==> src/rtl/tfc_pkg.sv <==
// shared types, constants and crc function for the telemetry frame checker
`timescale 1ns / 1ps
`default_nettype none

package tfc_pkg;

	// configuration register indexes
	localparam logic [1:0] CFG_START_MARKER = 2'd0;
	localparam logic [1:0] CFG_END_MARKER   = 2'd1;
	localparam logic [1:0] CFG_DEVICE_CLASS = 2'd2;

	localparam logic [7:0] START_MARKER_RST = 8'h55;
	localparam logic [7:0] END_MARKER_RST   = 8'hAA;
	localparam logic [7:0] DEVICE_CLASS_RST = 8'hE3;

	// status codes
	localparam logic [3:0] ST_OK       = 4'd0;
	localparam logic [3:0] ST_MARKER   = 4'd1;
	localparam logic [3:0] ST_LENGTH   = 4'd2;
	localparam logic [3:0] ST_DEVICE   = 4'd3;
	localparam logic [3:0] ST_SHORT    = 4'd4;
	localparam logic [3:0] ST_INNER    = 4'd5;
	localparam logic [3:0] ST_CRC      = 4'd6;
	localparam logic [3:0] ST_CHECKSUM = 4'd7;
	localparam logic [3:0] ST_KIND     = 4'd8;

	// data and command kinds
	localparam logic [7:0] DK_UPLOAD    = 8'd1;
	localparam logic [7:0] DK_HOST      = 8'd2;
	localparam logic [7:0] CK_REPORT    = 8'd1;
	localparam logic [7:0] CK_SET       = 8'd3;
	localparam logic [7:0] CK_CONTROL   = 8'd5;
	localparam logic [7:0] CK_HEARTBEAT = 8'd255;

	// frame positions
	localparam logic [7:0] POS_START     = 8'd0;
	localparam logic [7:0] POS_LENGTH    = 8'd1;
	localparam logic [7:0] POS_DEV0      = 8'd2;
	localparam logic [7:0] POS_DEV1      = 8'd3;
	localparam logic [7:0] POS_DEV2      = 8'd4;
	localparam logic [7:0] POS_COMMAND   = 8'd5;
	localparam logic [7:0] POS_PAYLOAD   = 8'd6;
	localparam logic [7:0] POS_DKIND     = 8'd22;
	localparam logic [7:0] POS_INNER_HI  = 8'd23;
	localparam logic [7:0] POS_INNER_LO  = 8'd24;
	localparam logic [7:0] POS_CKIND     = 8'd25;
	localparam logic [7:0] POS_YEAR_HI   = 8'd26;
	localparam logic [7:0] POS_YEAR_LO   = 8'd27;
	localparam logic [7:0] POS_MONTH     = 8'd28;
	localparam logic [7:0] POS_DAY       = 8'd29;
	localparam logic [7:0] POS_HOUR      = 8'd30;
	localparam logic [7:0] POS_MINUTE    = 8'd31;
	localparam logic [7:0] POS_SECOND    = 8'd32;
	localparam logic [7:0] POS_MSEC_HI   = 8'd33;
	localparam logic [7:0] POS_MSEC_LO   = 8'd34;
	localparam logic [7:0] POS_SAT       = 8'd255;

	// frames of this length or less have too short a payload
	localparam logic [7:0] LEN_SHORT_MAX = 8'd29;
	localparam logic [15:0] HEADER_TRAILER_LEN = 16'd8;

	localparam logic [15:0] CRC_INIT = 16'hFFFF;
	localparam logic [15:0] CRC_POLY = 16'hA001;

	typedef struct packed {
		logic [7:0]  first_byte;
		logic [7:0]  declared_length;
		logic [15:0] crc;
		logic [7:0]  running_sum;
		logic [15:0] received_crc;
		logic [7:0]  received_checksum;
		logic [15:0] inner_length;
		logic [23:0] dev_type;
		logic [7:0]  command;
		logic [7:0]  data_kind;
		logic [7:0]  command_kind;
		logic [15:0] year;
		logic [7:0]  month;
		logic [7:0]  day;
		logic [7:0]  hour;
		logic [7:0]  minute;
		logic [7:0]  second;
		logic [15:0] millisecond;
	} frame_t;

	localparam frame_t FRAME_CLEAR = '{
		first_byte:        8'd0,
		declared_length:   8'd0,
		crc:               CRC_INIT,
		running_sum:       8'd0,
		received_crc:      16'd0,
		received_checksum: 8'd0,
		inner_length:      16'd0,
		dev_type:          24'd0,
		command:           8'd0,
		data_kind:         8'd0,
		command_kind:      8'd0,
		year:              16'd0,
		month:             8'd0,
		day:               8'd0,
		hour:              8'd0,
		minute:            8'd0,
		second:            8'd0,
		millisecond:       16'd0
	};

	// crc-16 modbus, one byte, lsb first
	function automatic logic [15:0] crc_feed(input logic [15:0] c, input logic [7:0] b);
		logic [15:0] r;
		r = c ^ {8'd0, b};
		for (int k = 0; k < 8; k++) begin
			r = r[0] ? ((r >> 1) ^ CRC_POLY) : (r >> 1);
		end
		return r;
	endfunction

endpackage

`default_nettype wire

==> src/rtl/tfc_frame_track.sv <==
// per-byte frame state: position, crc, sum and captured fields
`timescale 1ns / 1ps
`default_nettype none

module tfc_frame_track
	import tfc_pkg::*;
(
	input  wire logic       clk,
	input  wire logic       arst_n,
	input  wire logic       byte_go,
	input  wire logic [7:0] byte_in,
	input  wire logic       byte_last,
	output frame_t          frame_view,
	output logic [7:0]      frame_len
);

	frame_t     frame_q;
	frame_t     nxt;
	logic [7:0] pos_q;
	logic [7:0] pos_inc;
	logic [8:0] p9;
	logic [8:0] d9;

	assign pos_inc = (pos_q == POS_SAT) ? POS_SAT : pos_q + 8'd1;
	assign p9 = {1'b0, pos_q};
	assign d9 = {1'b0, (pos_q == POS_LENGTH) ? byte_in : frame_q.declared_length};

	always_comb begin
		nxt = frame_q;
		if (pos_q == POS_START) begin
			nxt.first_byte = byte_in;
		end else if (pos_q != POS_SAT) begin
			if (pos_q == POS_LENGTH) begin
				nxt.declared_length = byte_in;
			end
			if (p9 + 9'd3 <= d9) begin
				nxt.running_sum = frame_q.running_sum + byte_in;
			end
			if (pos_q >= POS_PAYLOAD && p9 + 9'd5 <= d9) begin
				nxt.crc = crc_feed(frame_q.crc, byte_in);
			end
			if (p9 + 9'd4 == d9) begin
				nxt.received_crc[15:8] = byte_in;
			end
			if (p9 + 9'd3 == d9) begin
				nxt.received_crc[7:0] = byte_in;
			end
			if (p9 + 9'd2 == d9) begin
				nxt.received_checksum = byte_in;
			end
			unique case (pos_q)
				POS_DEV0:     nxt.dev_type[23:16]    = byte_in;
				POS_DEV1:     nxt.dev_type[15:8]     = byte_in;
				POS_DEV2:     nxt.dev_type[7:0]      = byte_in;
				POS_COMMAND:  nxt.command            = byte_in;
				POS_DKIND:    nxt.data_kind          = byte_in;
				POS_INNER_HI: nxt.inner_length[15:8] = byte_in;
				POS_INNER_LO: nxt.inner_length[7:0]  = byte_in;
				POS_CKIND:    nxt.command_kind       = byte_in;
				POS_YEAR_HI:  nxt.year[15:8]         = byte_in;
				POS_YEAR_LO:  nxt.year[7:0]          = byte_in;
				POS_MONTH:    nxt.month              = byte_in;
				POS_DAY:      nxt.day                = byte_in;
				POS_HOUR:     nxt.hour               = byte_in;
				POS_MINUTE:   nxt.minute             = byte_in;
				POS_SECOND:   nxt.second             = byte_in;
				POS_MSEC_HI:  nxt.millisecond[15:8]  = byte_in;
				POS_MSEC_LO:  nxt.millisecond[7:0]   = byte_in;
				default: ;
			endcase
		end
	end

	// view includes the current byte; length saturates like the position
	assign frame_view = nxt;
	assign frame_len  = pos_inc;

	always_ff @(posedge clk or negedge arst_n) begin
		if (!arst_n) begin
			frame_q <= FRAME_CLEAR;
			pos_q   <= POS_START;
		end else if (byte_go) begin
			if (byte_last) begin
				frame_q <= FRAME_CLEAR;
				pos_q   <= POS_START;
			end else begin
				frame_q <= nxt;
				pos_q   <= pos_inc;
			end
		end
	end

endmodule

`default_nettype wire

==> src/rtl/telemetry_frame_checker_top.sv <==
// telemetry frame checker top level: handshakes, config registers, checks, result register
// a final byte is held in the input register, then its result is written to the result register
// throughput: one byte per cycle unless a final byte waits for room in the output register
// a finished result waits in the output register while further bytes are taken
// reset clears frame state, handshake state and restores the marker and class registers
`timescale 1ns / 1ps
`default_nettype none

module telemetry_frame_checker_top
	import tfc_pkg::*;
(
	input  wire logic        clk,
	input  wire logic        arst_n,
	input  wire logic        in_valid,
	output logic             in_ready,
	input  wire logic [7:0]  data_byte,
	input  wire logic        frame_end,
	output logic             out_valid,
	input  wire logic        out_ready,
	output logic [3:0]       status,
	output logic [23:0]      dev_type,
	output logic [7:0]       command,
	output logic [7:0]       data_kind,
	output logic [7:0]       command_kind,
	output logic [15:0]      year,
	output logic [7:0]       month,
	output logic [7:0]       day,
	output logic [7:0]       hour,
	output logic [7:0]       minute,
	output logic [7:0]       second,
	output logic [15:0]      millisecond,
	input  wire logic        cfg_valid,
	output logic             cfg_ready,
	input  wire logic [1:0]  cfg_index,
	input  wire logic [7:0]  cfg_data
);

	logic [7:0] start_marker_q;
	logic [7:0] end_marker_q;
	logic [7:0] device_class_q;

	logic       valid_s1;
	logic [7:0] byte_s1;
	logic       last_s1;
	logic       go_s1;

	frame_t     fv;
	logic [7:0] flen;
	logic       kind_valid;
	logic [3:0] status_d;

	// config
	assign cfg_ready = 1'b1;

	always_ff @(posedge clk or negedge arst_n) begin
		if (!arst_n) begin
			start_marker_q <= START_MARKER_RST;
			end_marker_q   <= END_MARKER_RST;
			device_class_q <= DEVICE_CLASS_RST;
		end else if (cfg_valid && cfg_ready) begin
			unique case (cfg_index)
				CFG_START_MARKER: start_marker_q <= cfg_data;
				CFG_END_MARKER:   end_marker_q   <= cfg_data;
				CFG_DEVICE_CLASS: device_class_q <= cfg_data;
				default: ;
			endcase
		end
	end

	// input register; only a final byte needs room in the output register
	assign go_s1    = valid_s1 && (!last_s1 || !out_valid || out_ready);
	assign in_ready = !valid_s1 || go_s1;

	always_ff @(posedge clk or negedge arst_n) begin
		if (!arst_n) begin
			valid_s1 <= 1'b0;
		end else if (in_valid && in_ready) begin
			valid_s1 <= 1'b1;
		end else if (go_s1) begin
			valid_s1 <= 1'b0;
		end
	end

	always_ff @(posedge clk) begin
		if (in_valid && in_ready) begin
			byte_s1 <= data_byte;
			last_s1 <= frame_end;
		end
	end

	tfc_frame_track u_track (
		.clk        (clk),
		.arst_n     (arst_n),
		.byte_go    (go_s1),
		.byte_in    (byte_s1),
		.byte_last  (last_s1),
		.frame_view (fv),
		.frame_len  (flen)
	);

	always_comb begin
		case (fv.data_kind)
			DK_UPLOAD: kind_valid = (fv.command_kind == CK_REPORT)
				|| (fv.command_kind == CK_HEARTBEAT);
			DK_HOST:   kind_valid = (fv.command_kind == CK_REPORT)
				|| (fv.command_kind == CK_SET) || (fv.command_kind == CK_CONTROL);
			default:   kind_valid = 1'b0;
		endcase
	end

	// first failing check wins
	always_comb begin
		if (fv.first_byte != start_marker_q || byte_s1 != end_marker_q) begin
			status_d = ST_MARKER;
		end else if (fv.declared_length != flen) begin
			status_d = ST_LENGTH;
		end else if (fv.dev_type[23:16] != device_class_q) begin
			status_d = ST_DEVICE;
		end else if (flen <= LEN_SHORT_MAX) begin
			status_d = ST_SHORT;
		end else if (fv.inner_length != {8'd0, flen} - HEADER_TRAILER_LEN) begin
			status_d = ST_INNER;
		end else if (fv.received_crc != {fv.crc[7:0], fv.crc[15:8]}) begin
			status_d = ST_CRC;
		end else if (fv.received_checksum != fv.running_sum) begin
			status_d = ST_CHECKSUM;
		end else if (!kind_valid) begin
			status_d = ST_KIND;
		end else begin
			status_d = ST_OK;
		end
	end

	// result register
	always_ff @(posedge clk or negedge arst_n) begin
		if (!arst_n) begin
			out_valid <= 1'b0;
		end else if (go_s1 && last_s1) begin
			out_valid <= 1'b1;
		end else if (out_ready) begin
			out_valid <= 1'b0;
		end
	end

	always_ff @(posedge clk) begin
		if (go_s1 && last_s1) begin
			status       <= status_d;
			dev_type     <= fv.dev_type;
			command      <= fv.command;
			data_kind    <= fv.data_kind;
			command_kind <= fv.command_kind;
			year         <= fv.year;
			month        <= fv.month;
			day          <= fv.day;
			hour         <= fv.hour;
			minute       <= fv.minute;
			second       <= fv.second;
			millisecond  <= fv.millisecond;
		end
	end

endmodule

`default_nettype wire
==> config.mk <==
export PLATFORM = sky130hd
export DESIGN_NAME = telemetry_frame_checker_top
export DESIGN_NICKNAME = d
export VERILOG_FILES = /design/src/rtl/tfc_pkg.sv /design/src/rtl/tfc_frame_track.sv /design/src/rtl/telemetry_frame_checker_top.sv
export SDC_FILE = /design/constraint.sdc
export NUM_CORES = 1
export LEC_CHECK = 0
export BUFFER_PORTS_ARGS = -buffer_cell sky130_fd_sc_hd__buf_2
export CAP_MARGIN = 20
export CORE_ASPECT_RATIO = 0.75
export CORE_UTILIZATION = 32
export CTS_CLUSTER_SIZE = 10
export DETAILED_ROUTE_END_ITERATION = 7
export PLACE_DENSITY_LB_ADDON = 0.05
export REMOVE_ABC_BUFFERS = 1
export SKIP_LAST_GASP = 1
export SYNTH_ARGS = -nofsm -noshare
export SYNTH_HDL_FRONTEND = slang
export SYNTH_SLANG_ARGS = --single-unit
==> constraint.sdc <==
create_clock -name clk -period 6.3 [get_ports clk]
set_input_delay 1.89 -clock clk [delete_from_list [all_inputs] [get_ports clk]]
set_output_delay 1.89 -clock clk [all_outputs]
set_load 0.02 [all_outputs]
## Yosys cells after proc, flatten, opt, wreduce, memory -nomap -nowiden

Cells that the tools add are included.
Widths: inputs -> output; s select.

| storage, ports and cells | value |
|---|---|
| register bits | 367 |
| bits in latches | 0 |
| bits in writable memories | 0 |
| ROM bits | 0 |
| input bits | 24 |
| output and inout port bits | 127 |
| word-level logic and storage cells | 170 |
| memories kept | 0 |

| cells by class | value |
|---|---|
| add/subtract/negate cells | 7 |
| multiply operators | 0 |
| div/mod/pow operators | 0 |
| order comparisons | 4 |
| eq/ne operators | 38 |
| shifts and indexed selects | 0 |
| mux-type cells | 49 |
| bitwise gates (word level) | 9 |
| reductions and logical operators | 23 |

Operators with widths:

| kind | count |
|---|---|
| $mux 192 | 2 |
| $mux 200 | 1 |
| $mux 8 | 25 |
| $mux 16 | 9 |
| $eq 8x5->1 const B | 10 |
| $ne 8x8->1 | 5 |
| $eq 8x2->1 const B | 4 |
| $ne 16x16->1 | 2 |
| $eq 9x8->1 | 3 |
| $eq 8x1->1 const B | 3 |
| $eq 8x3->1 const B | 3 |
| $eq 8x6->1 const B | 3 |
| $not 2->3 | 8 |
| $add 8x2->9 const B | 2 |
| $add 8x3->9 const B | 2 |
| $le 9x8->1 | 2 |
| $eq 8x8->1 const B | 2 |
| $xor 16x8->16 | 1 |
| $mux 3 | 4 |
| $sub 8x4->9 const B | 1 |
| $add 8x1->8 const B | 1 |
| $add 8x8->8 | 1 |
| $ge 8x3->1 const B | 1 |
| $le 8x5->1 const B | 1 |
| other kinds (16) | 34 |

## Logic depth before layout (Yosys ltp)

Gate-level depths: netlist of run 1.

| depth | value |
|---|---|
| word-level depth | 31 |
| gate-level depth with buffers | 23 |
| mapped depth without buffers | 18 |

## Hierarchy

A second synthesis of run 1 with hierarchy kept.

| second synthesis, totals | value |
|---|---|
| cell total of the unflattened synthesis | 1517 |
| area total of the unflattened synthesis | 18407.7 sq um |

By module, submodules not included:

| module | instances | cells each | area an instance (sq um) | sequential area each (sq um) |
|---|---|---|---|---|
| tfc_frame_track | 1 | 1182 | 12380.6 | 5225.0 |
| telemetry_frame_checker_top | 1 | 335 | 6027.0 | 4660.7 |

## Worst setup path before layout of run 1

Ideal clock, no wire load.

| timing | value |
|---|---|
| kind | in2reg |
| start | in out_ready |
| end | reg command[0] (enable) |
| setup time | 499 ps |
| data arrival time | 4936 ps |
| required time | 5801 ps |
| path slack | 866 ps |
| stages | 3 |
| buffers on the path | 0 |
| path through | nor2b_1 nand2_1 and3_1 |

| between the ends | value |
|---|---|
| longest elaborated chain between the ends | 3 |

Ends and longest elaborated chain:

| item | line | source |
|---|---|---|
| start: declaration | telemetry_frame_checker_top.sv:19 | `input wire logic out_ready,` |
| $logic_or 1x1->1 | telemetry_frame_checker_top.sv:71 | `assign go_s1 = valid_s1 && (!last_s1 \|\| !out_valid \|\| out_ready);` |
| $logic_and 1x1->1 | telemetry_frame_checker_top.sv:71 |  |
| $logic_and 1x1->1 | telemetry_frame_checker_top.sv:146 | `if (go_s1 && last_s1) begin` |
| end signal: assignment | telemetry_frame_checker_top.sv:149 | `command <= fv.command;` |
| end: declaration | telemetry_frame_checker_top.sv:22 | `output logic [7:0] command,` |

Every way passes these cells.
A chain may end at the register's enable or synchronous reset.

## Final worst setup path of run 1

| timing | value |
|---|---|
| start | reg u_track.pos_q[3] |
| end | reg status[3] (data pin) |

| between the ends | value |
|---|---|
| longest elaborated chain between the ends | 9 |
| elaborated cells between the ends (all ways) | 57 |
| those cells by class | 6 x add/sub; 4 x order compare; 23 x eq/ne; 17 x mux; 7 x reduce/logical |

Ends and longest elaborated chain:

| item | line | source |
|---|---|---|
| start: declaration | tfc_frame_track.sv:19 | `logic [7:0] pos_q;` |
| start signal: assignment | tfc_frame_track.sv:88 | `pos_q <= pos_inc;` |
| branches (longest 9 deep; another with $add 8x3->9) | - |  |
| end signal: assignment | telemetry_frame_checker_top.sv:147 | `status <= status_d;` |
| end: declaration | telemetry_frame_checker_top.sv:20 | `output logic [3:0] status,` |

Parallel ways; which one is timed is not known.

==> results of run 1 <==
-- synth_stat cells (3+ instances only) --
cell type / count / share of area [%]
xnor2_1: 65 / 3.1
and3_1: 14 / 0.47
buf_2: 12 / 0.32
o21ai_0: 150 / 4.0
and2_1: 11 / 0.37
a31oi_1: 10 / 0.34
nor2b_1: 22 / 0.74
nor2_1: 77 / 1.6
a21oi_1: 106 / 2.8
a22o_1: 102 / 4.8
edfxtp_1: 133 / 21
ha_1: 33 / 2.2
and4_1: 5 / 0.23
o22ai_1: 14 / 0.47
mux2_2: 84 / 5.1
buf_6: 4 / 0.24
nand4_1: 25 / 0.84
nand2_1: 175 / 3.5
a211oi_1: 5 / 0.20
o31a_1: 5 / 0.23
nand3b_1: 7 / 0.28
nor4_1: 12 / 0.40
mux2i_1: 50 / 2.7
dfrtp_1: 205 / 28
buf_4: 3 / 0.12
buf_1: 4 / 0.081
o31ai_1: 3 / 0.12
o211ai_1: 4 / 0.16
nor3b_1: 7 / 0.28
a21boi_0: 5 / 0.20
nand2b_1: 6 / 0.20
nand3_1: 20 / 0.54
a21o_1: 3 / 0.12
nor3_1: 27 / 0.72
o22a_1: 7 / 0.33
dfstp_2: 29 / 4.1
inv_1: 59 / 1.2
a2111oi_0: 3 / 0.14
clkbuf_1: 102 / 2.1
nor4b_1: 6 / 0.28
xor2_1: 37 / 1.7
or3_1: 3 / 0.10
o21a_1: 4 / 0.16
a22oi_1: 29 / 1.2
-- metal layers --
metal	vias to the layer above	share of wire, %	GRT usage, %
met2	315	42	29.3
met5	-	0	0
met3	52	4.2	3.31
met4	0	1.4	4.15
li1	6522	-	-
met1	7041	52	31.6
-- power by group --
group / leakage [nW] / internal (mW) / total [mW] / switching, mW
Sequential: 4.40 / 2.76 / 2.94 / 0.188
Combinational: 4.02 / 0.767 / 2.04 / 1.27
Clock: 0.610 / 1.32 / 2.36 / 1.04
Total: 9.03 / 4.85 / 7.35 / 2.50
-- per-stage QoR --
step                      setup slack (ns)  setup TNS, ns
after floorplan                      -3.37        -368.80
after global placement               0.720              0
after detailed placement             0.593              0
after CTS                            0.568              0
after global routing                0.0397              0
final                                0.409              0
-- layout make-up --
cell class / instances / area (sq um)
Clock inverter: 4 / 58.8
Sequential cell: 367 / 9890
Clock buffer: 75 / 1230
Fill cell: 5698 / 36000
Inverter: 59 / 221
Multi-Input combinational cell: 1179 / 8040
Timing Repair Buffer: 196 / 1150
Tap cell: 780 / 976
-- worst max-delay path, delay by kind of cell (launching register included) --
| kind | cells | cell delay, ns |
|---|---|---|
| flip-flops | 1 | 0.56 |
| multiplexers | 1 | 0.34 |
| buffers and inverters | 3 | 0.46 |
| AO/OA/AOI/OAI | 3 | 1.39 |
| AND/OR/NAND/NOR | 7 | 2.30 |
| adder cells (fa/ha/maj) | 2 | 0.64 |
-- worst max path at each step --
| stage | end |
|---|---|
| 3_3_place_gp | status[3] |
| 4_1_cts | status[3] |
| 6_report | status[3] |
| 3_5_place_dp | status[3] |
| 2_1_floorplan | u_track.frame_q[0] |
| 5_1_grt | status[3] |
-- registers in the layout, summed over array words and instances, names as in the netlist, 16 cells and up --
name	flops
year	16
millisecond	16
dev_type	24
u_track.frame_q	200
-- kinds of logic after synthesis --
group / synth area share [%]
AO/OA/AOI/OAI: 16.7
AND/OR/NAND/NOR: 11.4
flip-flops: 53.0
buffers and inverters: 4.01
multiplexers: 7.76
XOR/XNOR: 4.79
adder cells (fa/ha/maj): 2.32
other: 0.0201
-- cells in the final DEF, fill, tap and decap left out, drive strengths merged, types with 26 or more instances in the layout --
cell,instances
inv,60
a22o,102
a21oi,107
nand4,26
mux2,84
nor2,78
mux2i,50
nor3,28
clkbuf,77
a22oi,29
buf,194
dfstp,29
dfrtp,205
o21ai,151
xor2,37
xnor2,65
ha,33
nand2,176
edfxtp,133
==> flow_summary.toml, run 1 <==
[setup_path]
crit_path_start_kind = "register"
max_stage_delay_ns = 0.84
worst_setup_path_end_kind = "register"
r2r_end = "status[3]"
crit_slowest_cell = "a2111oi_0"
crit_required_ns = 6.70
startpoint = "u_track.pos_q[3]"
r2r_start = "u_track.pos_q[3]"
arrival_ns = 6.29
cp_max_fo = 13
r2r_slack_ns = 0.41
crit_chain = "inv_1 > ha_1 > and3b_1 > nand2_1 > mux2i_1 > inv_1 > ha_1 > a2111oi_0 > nand4_1 > o21ai_0 > and3_1 > o2111ai_1 > or4_1 > nor4_2 > buf_4 > nor4b_2"
reg2regPathDepth = 16
critical_path_class = "reg -> reg"

[final_layout]
final-instance-count-excl-fill = 2660
syn_to_final_growth_pct = 15.7
fin_area_sq_um = 21600
antennaDiodeCount = 0
final_core_util_pct = 37.5
final_nets = 1904
layout-drive-gt1-share_pct = 20.2

[clock_tree]
cts_buffers = 43
clock_latency_ns = 0.58
clockBufferDepth = 3
cts_root_buf = "clkbuf_16"
cts_tree = "yes"
cts_sinks = 367
h-tree-depth = 2
post_cts_buffers = 0
cts.clk_slew.worst_paths_ns = 0.06
hold_buffers = 0
cts_resized = 0

[hold_path]
hold_class = "reg -> reg"
worstHoldPathCells = 2
hp-start = "u_track.frame_q[146]"
holdPathEnd = "u_track.frame_q[146]"

[synth]
ys.flop_type = "dfrtp_1"
yosys_register_bits = 367
yosys_warnings = 0
synth_area_per_cell_sq_um = 10.8
synth_cells = 1730
synth_cell_type_count = 79
syn_area_sq_um = 18600
yosysSeqAreaShare_pct = 53.0
async_reset_ff_share_pct = 63.8
synth-edff-count = 133

[sta]
max_clock_freq_ghz = 0.170
fin_crit_ns = 5.89
slew_headroom_pct = 34.4
worstMarginPinSlew_ns = 0.960
setup_violations = 0
fin_crit_sh_pct = 93.5
fin_hold_ws_ns = 0.474
maxSlewViolCount = 0
hold_viol = 0
grt_setup_unrepaired = "no"
finClkSkew_ns = 0.0257

[placement]
place_inst = 2579
gp_congestion = 0.905
place_hpwl_um = 39100
postPlaceCellArea_sq_um = 20300
io_buffers = 149

[pwr]
power_mw = 7.35
p_leak_nw = 9.03
peakVddDrop_uv = 152
power.density_nw_per_um2 = 341

[drt]
drt.antenna.violating_nets = 0
dr.pass1.iters = 7
vias_per_cell = 5.24
vias = 13930
drc = 0
wire_per_inst_um = 22.6
wl_um = 60000
drtIter0Drc = 901

[die]
ioPinCount = 151
start_util_pct = 32.4
die_w_um = 281
core_area_sq_um = 57500
std_cell_rows = 76
die_h_um = 211
die-area_sq_um = 59200

[global_route]
grt_overflow = 0
grtUsageTotal_pct = 20.3
grt_pass1_wl_um = 90400
grt_antenna_before_repair = 1
grt_max_degree = 105
grt_pass1_vias = 13692

[flow_run]
max-cap-violations = 0

[run_status]
status = "finished clean"
(Power assumes the default switching activity.)
==> inputs of run 2 (changes only) <==
REMOVE_ABC_BUFFERS = not set   (was 1)
==> run 2 against run 1 <==
Sequential share of layout area down 0.40 points. Register-to-register slack about the same. Die area unchanged. Via count is 0.80% higher. Clock power grew 3%. First-iteration DRC count grew 30%. Count of clock-buffer cells in the layout decreased by 1. Critical path type unchanged. Critical endpoint is now status[0].
==> flow_summary.toml, run 2 (synthesis gave the netlist of run 1 again) <==
[run_status]
status = "finished clean"

[final_layout]
reg.largest.list = "u_track.frame_q (200), dev_type (24)"
final_nets = 1916
final_core_util_pct = 37.8
largest_register = "u_track.frame_q"
layout-drive-gt1-share_pct = 20.7
mostFrequentLayoutCells = "dfrtp_1, nand2_1, o21ai_0"
final-instance-count-excl-fill = 2675
final_common_cell = "dfrtp_1"
syn_to_final_growth_pct = 16.7
largest_register_ffs = 200
multi_input_comb_area_sq_um = 8050
area.sequential_sq_um = 9890
n_fill_cell = 5694

[sta]
fin_crit_ns = 5.88
max_clock_freq_ghz = 0.170
slew_headroom_pct = 37.5
worstMarginPinSlew_ns = 0.936
setup_tns_ns = 0
grt_setup_unrepaired = "no"
maxSlewViolCount = 0
fin_crit_sh_pct = 93.3
finClkSkew_ns = 0.0168
hold_viol = 0
setup_violations = 0

[setup_path]
reg2regPathDepth = 18
r2r_end = "status[0]"
arrival_ns = 6.16
critical_path_class = "reg -> reg"
crit_required_ns = 6.58
crit_path_start_kind = "register"
cp_max_fo = 13
worst_setup_path_end_kind = "register"
r2r_start = "u_track.pos_q[3]"
startpoint = "u_track.pos_q[3]"
r2r_slack_ns = 0.42

[clock_tree]
clockBufferDepth = 3
cts_root_buf = "clkbuf_16"
cts.clk_slew.worst_paths_ns = 0.05
clock_latency_ns = 0.58
post_cts_buffers = 0
cts_sinks = 367
cts_tree = "yes"
h-tree-depth = 2
cts_buffers = 45

[placement]
io_buffers = 149
place_hpwl_um = 41200
gp_congestion = 0.908
place_inst = 2590

[drt]
vias_per_cell = 5.25
wl_um = 62300
dr.pass1.iters = 6
drt.antenna.violating_nets = 0
wire_per_inst_um = 23.3
drtIter0Drc = 1175
vias = 14041
drc = 0

[global_route]
grt_pass1_vias = 14019
grt_pass1_wl_um = 93700
grt_antenna_before_repair = 2
grtUsageTotal_pct = 21.2
grt_max_degree = 103
grt_overflow = 0

[die]
core_area_sq_um = 57500
ioPinCount = 151
die-area_sq_um = 59200
die_h_um = 211
die_w_um = 281
start_util_pct = 32.4
std_cell_rows = 76

[synth]
syn-num-nets = 1788

[pwr]
peakVddDrop_uv = 159
power.density_nw_per_um2 = 345
power_mw = 7.50
p_leak_nw = 9.13

[hold_path]
worstHoldPathCells = 2
hp-start = "u_track.frame_q[151]"
hold_class = "reg -> reg"
holdPathEnd = "u_track.frame_q[151]"

[flow_run]
max-cap-violations = 0
[run 2: report_power, final]
group          switching [mW]  internal, mW  total, mW
combinational            1.32         0.796       2.12
clock                    1.03          1.40       2.44
sequential              0.193          2.76       2.95
[run 2: area by class of cell]
type / instances / share of cell area (%)
Sequential cell: 367 / 45.5
Clock inverter: 9 / 0.437
Clock buffer: 74 / 5.78
Tap cell: 780 / 4.49
Inverter: 59 / 1.02
Multi-Input combinational cell: 1179 / 37.0
Timing Repair Buffer: 206 / 5.79
Antenna cell: 1 / 0.0115
[run 2: repair_timing]
action,4_1_cts,5_1_grt
endpoints found under the setup margin,0,3
gates resized for setup,0,1
hold buffers,0,0
[run 2: worst max path at each step]
| stage | endpoint | depth (start not counted) |
|---|---|---|
| after floorplan | command[0] | 3 |
| after global placement | status[3] | 16 |
| after detailed placement | status[3] | 19 |
| after CTS | status[3] | 19 |
| after global routing | status[0] | 19 |
| final | status[0] | 18 |
[run 2: routing by layer]
layer / vias up / wire length (um) / GRT usage (%)
met2: 355 / 26200 / 30.4
met3: 81 / 2900 / 3.45
met1: 7048 / 31800 / 32.5
met5: - / 0 / 0
met4: 0 / 1400 / 5.84
li1: 6557 / - / -
[run 2: through the flow]
stage	area, sq um	setup slack [ns]	hold WS [ns]
finish	21700	0.423	0.471
global route	21700	0.123	0.503
CTS	21700	0.450	0.477
detailed placement	20400	0.496	0.465
global placement	20400	0.617	0.456
floorplan	18600	0.866	0.442
[run 2: worst max-delay path, stage by stage, from the launching register on]
cell and delay, ns:
dfrtp_1 0.63, inv_1 0.19, ha_1 0.29, and3b_1 0.29
nand2_1 0.21, mux2i_1 0.53, ha_1 0.35, nand2b_1 0.11
a21oi_1 0.08, a221oi_1 0.28, o21ai_0 0.14, a21oi_1 0.39
buf_4 0.30, mux2i_1 0.27, nor3_1 0.07, nor4b_1 0.42
nand4_1 0.37, o211ai_1 0.51, a31oi_1 0.14
